==> src/hdl/reb_pkg.sv <==
// ----------------------------------------------------------------------------
// reb_pkg: shared types and constants for the rotary encoder event core
// Event codes, configuration register map, reset values and the structs
// passed between the configuration block, the tick logic and the top level.
// ----------------------------------------------------------------------------
package reb_pkg;

    localparam int unsigned TimerW = 16;
    localparam int unsigned CountW = 8;
    localparam int unsigned CfgIdxW = 2;

    localparam logic [TimerW-1:0] TIMER_MAX = '1;
    localparam logic [CountW-1:0] COUNT_MAX = '1;

    // reset values of the configuration registers
    localparam logic [TimerW-1:0] DEBOUNCE_RESET = 16'd100;
    localparam logic [TimerW-1:0] CLICK_WINDOW_RESET = 16'd6000;
    localparam logic [TimerW-1:0] HOLD_RESET = 16'd10000;

    // configuration register indexes
    localparam logic [CfgIdxW-1:0] CFG_DEBOUNCE = 2'd0;
    localparam logic [CfgIdxW-1:0] CFG_CLICK_WINDOW = 2'd1;
    localparam logic [CfgIdxW-1:0] CFG_HOLD = 2'd2;

    // encoder phase pairs, A in bit 1
    localparam logic [1:0] AB_00 = 2'b00;
    localparam logic [1:0] AB_01 = 2'b01;

    typedef enum logic [2:0] {
        EV_NONE        = 3'd0,
        EV_RIGHT       = 3'd1,
        EV_LEFT        = 3'd2,
        EV_PRESS_RIGHT = 3'd3,
        EV_PRESS_LEFT  = 3'd4,
        EV_CLICK       = 3'd5,
        EV_DOUBLE      = 3'd6,
        EV_HOLD        = 3'd7
    } t_event_code;

    typedef struct packed {
        logic [TimerW-1:0] debounce_ticks;
        logic [TimerW-1:0] click_window_ticks;
        logic [TimerW-1:0] hold_ticks;
    } t_cfg;

    typedef struct packed {
        logic phase_a;
        logic phase_b;
        logic key_level;
    } t_sample;

    typedef struct packed {
        logic        event_fired;
        t_event_code event_code;
        t_event_code current_state;
    } t_result;

    typedef struct packed {
        logic              pressed_now;
        logic              pressed_before;
        logic              turned_while_held;
        logic [TimerW-1:0] debounce_timer;
        logic [CountW-1:0] click_count;
        logic [TimerW-1:0] click_timer;
        logic [TimerW-1:0] hold_timer;
        logic [1:0]        previous_ab;
        t_event_code       state_code;
    } t_state;

    function automatic logic [TimerW-1:0] sat_inc16(input logic [TimerW-1:0] v);
        return (v == TIMER_MAX) ? v : v + 1'b1;
    endfunction

    function automatic logic [CountW-1:0] sat_inc8(input logic [CountW-1:0] v);
        return (v == COUNT_MAX) ? v : v + 1'b1;
    endfunction

endpackage

==> src/hdl/reb_in_if.sv <==
// ----------------------------------------------------------------------------
// reb_in_if: sample tick channel
// Valid/ready channel carrying the encoder phases and the raw key level.
// ----------------------------------------------------------------------------
interface reb_in_if;
    logic valid;
    logic ready;
    logic phase_a;
    logic phase_b;
    logic key_level;

    modport source (output valid, output phase_a, output phase_b, output key_level,
                    input ready);
    modport sink (input valid, input phase_a, input phase_b, input key_level,
                  output ready);
endinterface

==> src/hdl/reb_out_if.sv <==
// ----------------------------------------------------------------------------
// reb_out_if: event result channel
// Valid/ready channel carrying one event result per sample tick.
// ----------------------------------------------------------------------------
interface reb_out_if;
    logic       valid;
    logic       ready;
    logic       event_fired;
    logic [2:0] event_code;
    logic [2:0] current_state;

    modport source (output valid, output event_fired, output event_code,
                    output current_state, input ready);
    modport sink (input valid, input event_fired, input event_code,
                  input current_state, output ready);
endinterface

==> src/hdl/reb_cfg.sv <==
// ----------------------------------------------------------------------------
// reb_cfg: configuration registers
// Holds debounce, click window and hold thresholds; writes to unused
// indexes are dropped.
// ----------------------------------------------------------------------------
module reb_cfg (
    input  logic                        i_clk,
    input  logic                        i_rst_n,
    input  logic                        i_cfg_we,
    input  logic [reb_pkg::CfgIdxW-1:0] i_cfg_idx,
    input  logic [reb_pkg::TimerW-1:0]  i_cfg_data,
    output reb_pkg::t_cfg               o_cfg
);

    reb_pkg::t_cfg r_cfg;
    reb_pkg::t_cfg n_cfg;

    // decode the register write
    always_comb begin
        n_cfg = r_cfg;
        if (i_cfg_we) begin
            unique case (i_cfg_idx)
                reb_pkg::CFG_DEBOUNCE:     n_cfg.debounce_ticks = i_cfg_data;
                reb_pkg::CFG_CLICK_WINDOW: n_cfg.click_window_ticks = i_cfg_data;
                reb_pkg::CFG_HOLD:         n_cfg.hold_ticks = i_cfg_data;
                default: ;
            endcase
        end
    end

    // hold the thresholds
    always_ff @(posedge i_clk) begin
        if (!i_rst_n) begin
            r_cfg.debounce_ticks     <= reb_pkg::DEBOUNCE_RESET;
            r_cfg.click_window_ticks <= reb_pkg::CLICK_WINDOW_RESET;
            r_cfg.hold_ticks         <= reb_pkg::HOLD_RESET;
        end else begin
            r_cfg <= n_cfg;
        end
    end

    assign o_cfg = r_cfg;

endmodule

==> src/hdl/reb_step.sv <==
// ----------------------------------------------------------------------------
// reb_step: per-tick event logic
// Keeps the debounce, click and hold state and works out the event for the
// sample held in the input register; state advances when the result moves on.
// ----------------------------------------------------------------------------
module reb_step (
    input  logic             i_clk,
    input  logic             i_rst_n,
    input  logic             i_adv,
    input  reb_pkg::t_sample i_smp,
    input  reb_pkg::t_cfg    i_cfg,
    output reb_pkg::t_result o_res
);

    reb_pkg::t_state r_st;
    reb_pkg::t_state n_st;

    logic                       w_key_down;
    logic [1:0]                 w_ab;
    logic [reb_pkg::TimerW-1:0] w_dt;
    logic                       w_released;
    logic                       w_holding;
    logic [reb_pkg::TimerW-1:0] w_ct;
    logic [reb_pkg::CountW-1:0] w_clicks;
    logic                       w_fired;
    reb_pkg::t_event_code       w_code;

    // debounce, click counting, hold timing and event selection for one tick
    always_comb begin
        n_st       = r_st;
        w_key_down = ~i_smp.key_level;
        w_ab       = {i_smp.phase_a, i_smp.phase_b};
        w_fired    = 1'b0;
        w_code     = reb_pkg::EV_NONE;

        // debounce: timer runs on once started
        w_dt = r_st.debounce_timer;
        if (w_dt != '0) begin
            w_dt = reb_pkg::sat_inc16(w_dt);
        end
        if (w_key_down != r_st.pressed_before) begin
            if (w_dt >= i_cfg.debounce_ticks) begin
                w_dt = '0;
                n_st.pressed_now = w_key_down;
            end else if (w_dt == '0) begin
                w_dt = reb_pkg::TimerW'(1);
            end
        end
        n_st.debounce_timer = w_dt;

        // click counting
        w_released = r_st.pressed_before & ~n_st.pressed_now;
        w_ct = r_st.click_timer;
        if (w_released) begin
            if (r_st.click_timer < i_cfg.click_window_ticks) begin
                if (!r_st.turned_while_held) begin
                    n_st.click_count = reb_pkg::sat_inc8(r_st.click_count);
                end else begin
                    n_st.turned_while_held = 1'b0;
                    n_st.click_count = '0;
                end
            end else begin
                n_st.click_count = reb_pkg::CountW'(1);
            end
            w_ct = '0;
        end else if (r_st.click_timer >= i_cfg.click_window_ticks) begin
            n_st.click_count = '0;
        end
        n_st.click_timer = (n_st.click_count == '0) ? '0 : reb_pkg::sat_inc16(w_ct);

        // hold timing: zero means not holding
        w_holding = r_st.pressed_before & n_st.pressed_now;
        n_st.hold_timer = w_holding ? reb_pkg::sat_inc16(r_st.hold_timer) : '0;

        // event selection
        w_clicks = (n_st.click_count != '0 && n_st.click_timer >= i_cfg.click_window_ticks)
                   ? n_st.click_count : '0;
        if (r_st.previous_ab == reb_pkg::AB_00 && w_ab == reb_pkg::AB_01) begin
            w_fired = 1'b1;
            if (w_holding) begin
                w_code = reb_pkg::EV_PRESS_RIGHT;
                n_st.turned_while_held = 1'b1;
            end else begin
                w_code = reb_pkg::EV_RIGHT;
            end
        end else if (r_st.previous_ab == reb_pkg::AB_01 && w_ab == reb_pkg::AB_00) begin
            w_fired = 1'b1;
            if (w_holding) begin
                w_code = reb_pkg::EV_PRESS_LEFT;
                n_st.turned_while_held = 1'b1;
            end else begin
                w_code = reb_pkg::EV_LEFT;
            end
        end else if (n_st.turned_while_held) begin
            n_st.state_code = reb_pkg::EV_NONE;
        end else if (w_clicks == '0) begin
            if (n_st.hold_timer != '0 &&
                (n_st.hold_timer - 1'b1) >= i_cfg.hold_ticks) begin
                w_code  = reb_pkg::EV_HOLD;
                w_fired = 1'b1;
            end
        end else if (w_clicks == reb_pkg::CountW'(1)) begin
            w_code  = reb_pkg::EV_CLICK;
            w_fired = 1'b1;
        end else if (w_clicks == reb_pkg::CountW'(2)) begin
            w_code  = reb_pkg::EV_DOUBLE;
            w_fired = 1'b1;
        end else begin
            // three or more clicks: no event, state set to none
            n_st.state_code = reb_pkg::EV_NONE;
        end
        if (w_fired) begin
            n_st.state_code = w_code;
        end

        n_st.previous_ab    = w_ab;
        n_st.pressed_before = n_st.pressed_now;
    end

    // advance the state when the tick's result is taken into the result register
    always_ff @(posedge i_clk) begin
        if (!i_rst_n) begin
            r_st <= '0;
        end else if (i_adv) begin
            r_st <= n_st;
        end
    end

    assign o_res.event_fired   = w_fired;
    assign o_res.event_code    = w_code;
    assign o_res.current_state = n_st.state_code;

endmodule

==> src/hdl/rotary_encoder_button_events_core.sv <==
// ----------------------------------------------------------------------------
// rotary_encoder_button_events_core: encoder turn and key click decoder
// Turns sample ticks of encoder phases and key level into turn, click,
// double click and hold events, one result per tick.
// ----------------------------------------------------------------------------
//  channel   | dir | handshake     | payload
//  i_in_ch   | in  | valid/ready   | phase_a, phase_b, key_level
//  o_out_ch  | out | valid/ready   | event_fired, event_code, current_state
//  cfg       | in  | write enable  | i_cfg_idx, i_cfg_data (16 bit)
//
//  One tick per cycle sustained while the output is not stalled; a tick passes
//  through the input register, then the result register, before its result is valid.
//  Input ready is high while the input register is empty or moving on, so it
//  follows output ready combinationally when both registers are full.
//  A stalled result holds in the result register; the next tick waits in the
//  input register, and the tick after that is refused until space frees.
//  Synchronous active-low reset clears both registers, the event state and
//  loads the default thresholds.
// ----------------------------------------------------------------------------
module rotary_encoder_button_events_core (
    input  logic                        i_clk,
    input  logic                        i_rst_n,
    reb_in_if.sink                      i_in_ch,
    reb_out_if.source                   o_out_ch,
    input  logic                        i_cfg_we,
    input  logic [reb_pkg::CfgIdxW-1:0] i_cfg_idx,
    input  logic [reb_pkg::TimerW-1:0]  i_cfg_data
);

    reb_pkg::t_cfg    w_cfg;
    reb_pkg::t_result w_res;

    logic             r_in_vld;
    reb_pkg::t_sample r_in_smp;
    logic             r_out_vld;
    reb_pkg::t_result r_out_res;

    logic w_adv;
    logic w_in_take;

    reb_cfg u_cfg (
        .i_clk      (i_clk),
        .i_rst_n    (i_rst_n),
        .i_cfg_we   (i_cfg_we),
        .i_cfg_idx  (i_cfg_idx),
        .i_cfg_data (i_cfg_data),
        .o_cfg      (w_cfg)
    );

    reb_step u_step (
        .i_clk   (i_clk),
        .i_rst_n (i_rst_n),
        .i_adv   (w_adv),
        .i_smp   (r_in_smp),
        .i_cfg   (w_cfg),
        .o_res   (w_res)
    );

    // advance when the result register is empty or being drained
    assign w_adv            = r_in_vld & (~r_out_vld | o_out_ch.ready);
    assign i_in_ch.ready    = ~r_in_vld | w_adv;
    assign w_in_take        = i_in_ch.valid & i_in_ch.ready;

    // input register
    always_ff @(posedge i_clk) begin
        if (!i_rst_n) begin
            r_in_vld <= 1'b0;
        end else if (i_in_ch.ready) begin
            r_in_vld <= i_in_ch.valid;
        end
    end

    always_ff @(posedge i_clk) begin
        if (w_in_take) begin
            r_in_smp <= '{phase_a: i_in_ch.phase_a, phase_b: i_in_ch.phase_b,
                          key_level: i_in_ch.key_level};
        end
    end

    // result register
    always_ff @(posedge i_clk) begin
        if (!i_rst_n) begin
            r_out_vld <= 1'b0;
        end else if (w_adv) begin
            r_out_vld <= 1'b1;
        end else if (o_out_ch.ready) begin
            r_out_vld <= 1'b0;
        end
    end

    always_ff @(posedge i_clk) begin
        if (w_adv) begin
            r_out_res <= w_res;
        end
    end

    assign o_out_ch.valid         = r_out_vld;
    assign o_out_ch.event_fired   = r_out_res.event_fired;
    assign o_out_ch.event_code    = r_out_res.event_code;
    assign o_out_ch.current_state = r_out_res.current_state;

    // a code is present exactly when an event fired
    a_fired_code : assert property (@(posedge i_clk) disable iff (!i_rst_n)
        r_out_vld |-> (r_out_res.event_fired == (r_out_res.event_code != reb_pkg::EV_NONE)))
        else $error("event_fired and event_code disagree");

    // a fired event becomes the kept state
    a_fired_state : assert property (@(posedge i_clk) disable iff (!i_rst_n)
        (r_out_vld && r_out_res.event_fired) |->
        (r_out_res.current_state == r_out_res.event_code))
        else $error("current_state does not follow fired event");

    // a tick blocked behind a stalled result stays put
    a_in_hold : assert property (@(posedge i_clk) disable iff (!i_rst_n)
        (r_in_vld && r_out_vld && !o_out_ch.ready) |=> (r_in_vld && $stable(r_in_smp)))
        else $error("input register lost a blocked tick");

    // input refused only while both registers are full
    a_ready_full : assert property (@(posedge i_clk) disable iff (!i_rst_n)
        !i_in_ch.ready |-> (r_in_vld && r_out_vld))
        else $error("input refused with free space");

endmodule

==> src/flat_wrapper.sv <==
// flat-port wrapper written by rule: the top's interface ports become plain ports
module rotary_encoder_button_events_core_flat 
  (i_clk, i_rst_n, i_cfg_we, i_cfg_idx, i_cfg_data, i_in_ch_valid, i_in_ch_phase_a, i_in_ch_phase_b, i_in_ch_key_level, i_in_ch_ready, o_out_ch_valid, o_out_ch_event_fired, o_out_ch_event_code, o_out_ch_current_state, o_out_ch_ready);
  reb_in_if i_in_ch_i ();
  reb_out_if o_out_ch_i ();
  input  logic i_clk;
  input  logic i_rst_n;
  input  logic i_cfg_we;
  input  logic [reb_pkg::CfgIdxW-1:0] i_cfg_idx;
  input  logic [reb_pkg::TimerW-1:0] i_cfg_data;
  input wire logic [$bits(i_in_ch_i.valid)-1:0] i_in_ch_valid;
  input wire logic [$bits(i_in_ch_i.phase_a)-1:0] i_in_ch_phase_a;
  input wire logic [$bits(i_in_ch_i.phase_b)-1:0] i_in_ch_phase_b;
  input wire logic [$bits(i_in_ch_i.key_level)-1:0] i_in_ch_key_level;
  output wire logic [$bits(i_in_ch_i.ready)-1:0] i_in_ch_ready;
  output wire logic [$bits(o_out_ch_i.valid)-1:0] o_out_ch_valid;
  output wire logic [$bits(o_out_ch_i.event_fired)-1:0] o_out_ch_event_fired;
  output wire logic [$bits(o_out_ch_i.event_code)-1:0] o_out_ch_event_code;
  output wire logic [$bits(o_out_ch_i.current_state)-1:0] o_out_ch_current_state;
  input wire logic [$bits(o_out_ch_i.ready)-1:0] o_out_ch_ready;
  assign i_in_ch_i.valid = i_in_ch_valid;
  assign i_in_ch_i.phase_a = i_in_ch_phase_a;
  assign i_in_ch_i.phase_b = i_in_ch_phase_b;
  assign i_in_ch_i.key_level = i_in_ch_key_level;
  assign i_in_ch_ready = i_in_ch_i.ready;
  assign o_out_ch_valid = o_out_ch_i.valid;
  assign o_out_ch_event_fired = o_out_ch_i.event_fired;
  assign o_out_ch_event_code = o_out_ch_i.event_code;
  assign o_out_ch_current_state = o_out_ch_i.current_state;
  assign o_out_ch_i.ready = o_out_ch_ready;
  rotary_encoder_button_events_core u_core (.i_clk(i_clk), .i_rst_n(i_rst_n), .i_in_ch(i_in_ch_i), .o_out_ch(o_out_ch_i), .i_cfg_we(i_cfg_we), .i_cfg_idx(i_cfg_idx), .i_cfg_data(i_cfg_data));
endmodule
==> config.mk <==
export PLATFORM = sky130hd
export DESIGN_NAME = rotary_encoder_button_events_core_flat
export DESIGN_NICKNAME = d
export VERILOG_FILES = /design/src/hdl/reb_pkg.sv /design/src/hdl/reb_in_if.sv /design/src/hdl/reb_out_if.sv /design/src/hdl/reb_cfg.sv /design/src/hdl/reb_step.sv /design/src/hdl/rotary_encoder_button_events_core.sv /design/src/flat_wrapper.sv
export SDC_FILE = /design/constraint.sdc
export NUM_CORES = 1
export LEC_CHECK = 0
export BUFFER_PORTS_ARGS = -buffer_cell sky130_fd_sc_hd__buf_2
export CORE_ASPECT_RATIO = 1.4
export CORE_UTILIZATION = 35
export CTS_CLUSTER_SIZE = 28
export DETAILED_ROUTE_END_ITERATION = 10
export MAX_ROUTING_LAYER = met4
export PLACE_DENSITY = 0.51
export SYNTH_ARGS = -nofsm -noshare
export SYNTH_HDL_FRONTEND = slang
export SYNTH_SLANG_ARGS = --single-unit
==> constraint.sdc <==
create_clock -name i_clk -period 12.32 [get_ports i_clk]
set_input_delay 1.232 -clock i_clk [delete_from_list [all_inputs] [get_ports i_clk]]
set_output_delay 1.232 -clock i_clk [all_outputs]
set_load 0.01 [all_outputs]
==> flow_metrics.env <==
export IMPL_outcome="completed"
export IMPL_ys_seq_elements=123
export IMPL_cts_repair_resized=0
export IMPL_synth_main_ff_cell="dfxtp_1"
export IMPL_grt_max_degree=70
export IMPL_h_tree_depth=4
export IMPL_max_stage_delay_ns=0.67
export IMPL_cts_tree="yes"
export IMPL_ys_seq_area_share_pct=30.0
export IMPL_max_freq_ghz=0.128
export IMPL_n_fill_cell=2578
export IMPL_synth_area_leader_cell="dfxtp_1"
export IMPL_dp_hpwl_um=17800
export IMPL_fin_nets=1210
export IMPL_reg2reg_slack_ns=4.52
export IMPL_slew_limit_headroom_pct=28.3
export IMPL_routed_via_density=5.60
export IMPL_core_sq_um=24000
export IMPL_die_area_sq_um=25000
export IMPL_synth_nets=1214
export IMPL_min_path_type="reg -> reg"
export IMPL_port_buffers=34
export IMPL_clk_pin_slew_worst_paths_ns=0.06
export IMPL_rr_worst_depth=30
export IMPL_rsz0062_at_grt="no"
export IMPL_hold_buffers=0
export IMPL_drt_iter0_drc=400
export IMPL_fin_crit_sh_pct=63.3
export IMPL_power_density_nw_per_um2=105
export IMPL_drv_cap=0
export IMPL_post_cts_setup_buffer_count=0
export IMPL_setup_worst_path_start="u_core.u_step.r_st[48]$_SDFFE_PN0P_"
export IMPL_hold_path_endpoint="u_core.u_cfg.o_cfg[46]$_SDFFE_PN0P_"
export IMPL_setup_viol=0
export IMPL_hp_start="u_core.u_cfg.o_cfg[46]$_SDFFE_PN0P_"
export IMPL_finalHoldViolations=0
export IMPL_area_delta_synth_final_pct=10.8
export IMPL_wl_per_cell_um=17.1
export IMPL_arrival_ns=8.16
export IMPL_syn_instance_count=1118
export IMPL_antenna_found_initial=0
export IMPL_drt_pass1_iterations=5
export IMPL_grt_pass1_wl_um=39800
export IMPL_ir_worst_vdd_mv=0.0973
export IMPL_yosysWarningCount=0
export IMPL_clock_skew_ns=0.0105
export IMPL_clock_sinks=123
export IMPL_via_count=8047
export IMPL_cpMaxStageDelayCell="or4_1"
export IMPL_row_count=67
export IMPL_p_leak_nw=3.57
export IMPL_antenna_left=0
export IMPL_cts_buffers=17
export IMPL_fp_dieW_um=134
export IMPL_synth_cell_type_count=87
export IMPL_grt_pass1_vias=7494
export IMPL_r2r_start="u_core.u_step.r_st[48]$_SDFFE_PN0P_"
export IMPL_worstMarginPinSlew_ns=1.07
export IMPL_grt_usage_pct=20.7
export IMPL_crit_required_ns=12.69
export IMPL_start_util_pct=35.6
export IMPL_worstReg2RegEnd="u_core.u_step.r_st[0]$_SDFFE_PN0P_"
export IMPL_grt_remaining_overflow=0
export IMPL_ys_top_cells_by_area="dfxtp_1 26%, ha_1 10%, nand2_1 7.8%"
export IMPL_syn_cell_area_sq_um=8540
export IMPL_synth_edf_count=10
export IMPL_start_kind="register"
export IMPL_tns_ns=0
export IMPL_period_needed_ns=7.80
export IMPL_path_max_fanout=17
export IMPL_cts_buffer_depth=2
export IMPL_synth_avg_cell_area_sq_um=7.64
export IMPL_crit_type="reg -> reg"
export IMPL_wl_um=24600
export IMPL_root_buffer="clkbuf_16"
export IMPL_drive_above_1_share_pct=9.85
export IMPL_antenna_cells=0
export IMPL_drc=0
export IMPL_async_flop_share_pct=0
export IMPL_worstSkewPairLatency_ns=0.43
export IMPL_hold_ws_ns=0.454
export IMPL_setup_worst_path_end_class="register"
export IMPL_fp_dieH_um=187
export IMPL_slew_viol_final=0
export IMPL_yosys_area_top_type_share_pct=26.5
export IMPL_num_io_pins=35
export IMPL_min_path_cells=2
export IMPL_place_gp_congestion=0.881
## flip-flops by register name, indices dropped and copies added (netlist names)
register and flops:
u_core.u_cfg.o_cfg 48, u_core.o_out_ch.valid 1, u_core.u_step.r_st 63, u_core.o_out_ch.event_fired 1, u_core.r_in_smp 3, u_core.o_out_ch.current_state 3, u_core.r_in_vld 1, u_core.o_out_ch.event_code 3
## per-stage QoR
| step | area, sq um | utilization [%] | cells | power [mW] | setup slack (ns) |
|---|---|---|---|---|---|
| floorplan | 8540 | - | 1118 | 0.473 | 5.22 |
| CTS | 9470 | 39.5 | 1437 | 1.01 | 4.60 |
| finish | 9470 | 39.5 | 1437 | 0.991 | 4.52 |
| global placement | 8880 | 37.1 | 1405 | 0.498 | 4.73 |
| global route | 9470 | 39.5 | 1437 | 1.03 | 3.78 |
| detailed placement | 8880 | 37.1 | 1405 | 0.499 | 4.63 |
## layer usage
metal	routed length [um]	up-vias	global-route usage (%)
met5	0	-	-
met4	550	0	7.26
met3	822	41	3.14
met2	12200	202	34.5
met1	11000	3788	25.2
li1	-	4016	-
## worst max path at each step
| stage | end | slack, ns | depth (start not counted) |
|---|---|---|---|
| after floorplan | u_core.u_step.r_st[0]$_SDFFE_PN0P_ | 5.22 | 38 |
| after global placement | u_core.u_step.r_st[0]$_SDFFE_PN0P_ | 4.73 | 30 |
| after detailed placement | u_core.u_step.r_st[0]$_SDFFE_PN0P_ | 4.63 | 30 |
| after CTS | u_core.u_step.r_st[0]$_SDFFE_PN0P_ | 4.60 | 30 |
| after global routing | u_core.o_out_ch.current_state[0]$_DFFE_PP_ | 3.78 | 33 |
| final | u_core.u_step.r_st[0]$_SDFFE_PN0P_ | 4.52 | 30 |
## area by class of cell
class                      instances  area [sq um]  share of cell area (%)
clock inverter                    13           130                    1.37
tap                              310           388                    4.10
inverter                          64           240                    2.54
sequential                       123          2560                    27.1
multi-input combinational        868          5480                    57.9
clock buffer                      19           453                    4.78
timing repair buffer              40           215                    2.27
## power breakdown
part	internal, mW	switching (mW)	leakage (nW)	total [mW]
sequential	0.412	0.00549	1.01	0.418
clock	0.292	0.208	0.274	0.501
combinational	0.0233	0.0491	2.28	0.0724
## layout by cell type, fill, tap and decap left out, types with 7 or more instances in the layout
cell       netlist  routed
nand2_1        178     178
dfxtp_1        113     113
a21oi_1        109     108
nor2_1          82      82
ha_1            70      70
inv_1           63      62
nand3_1         38      38
o21ai_0         37      37
nor3_1          36      36
nand4_1         34      34
buf_2           14      34
xnor2_1         23      23
xor2_1          22      22
a21o_1          20      20
o211ai_1        20      20
clkbuf_16        0      17
a31oi_1         14      14
nor4_1          14      14
a22oi_1         14      14
nand2b_1        11      10
o21a_1          10      10
edfxtp_1        10      10
or3_1            9       9
a211oi_1         7       7
## critical path, delay by kind of cell (launching register included)
kind	cells	cell delay [ns]
and+or+nand+nor	11	3.09
AOI/OAI and AO/OA	12	2.94
adders and majority gates	3	0.79
DFF	1	0.49
xor gates and xnor gates	2	0.26
buffers and inverters	2	0.16
## cell families (layout without fill, tap and decap cells)
kind of cell	Yosys count	after routing	synth area share (%)
AO/OA/AOI/OAI	278	278	20.9
XOR/XNOR	45	45	4.61
adder cells (fa/ha/maj)	70	70	10.3
buffers and inverters	127	136	6.00
flip-flops	123	123	30.0
multiplexers	11	11	1.42
AND/OR/NAND/NOR	464	464	26.8
## synth_stat cells (5+ instances only)
library cell  instances
nor2_1               82
nand2b_1             11
nand4_1              34
or3_1                 9
buf_2                14
nand2_1             178
a211oi_1              7
buf_4                 5
nand3b_1              6
xnor2_1              23
o21ai_0              37
and2_1                6
and4_1                5
clkbuf_1             40
ha_1                 70
and3_1                6
or4_1                 6
xor2_1               22
dfxtp_1             113
nor3_1               36
mux2_2                6
edfxtp_1             10
o211ai_1             20
o21a_1               10
nor2b_1               6
nor4_1               14
nand3_1              38
a31oi_1              14
a22oi_1              14
inv_1                63
a21o_1               20
a21oi_1             109
(Power assumes the default switching activity.)
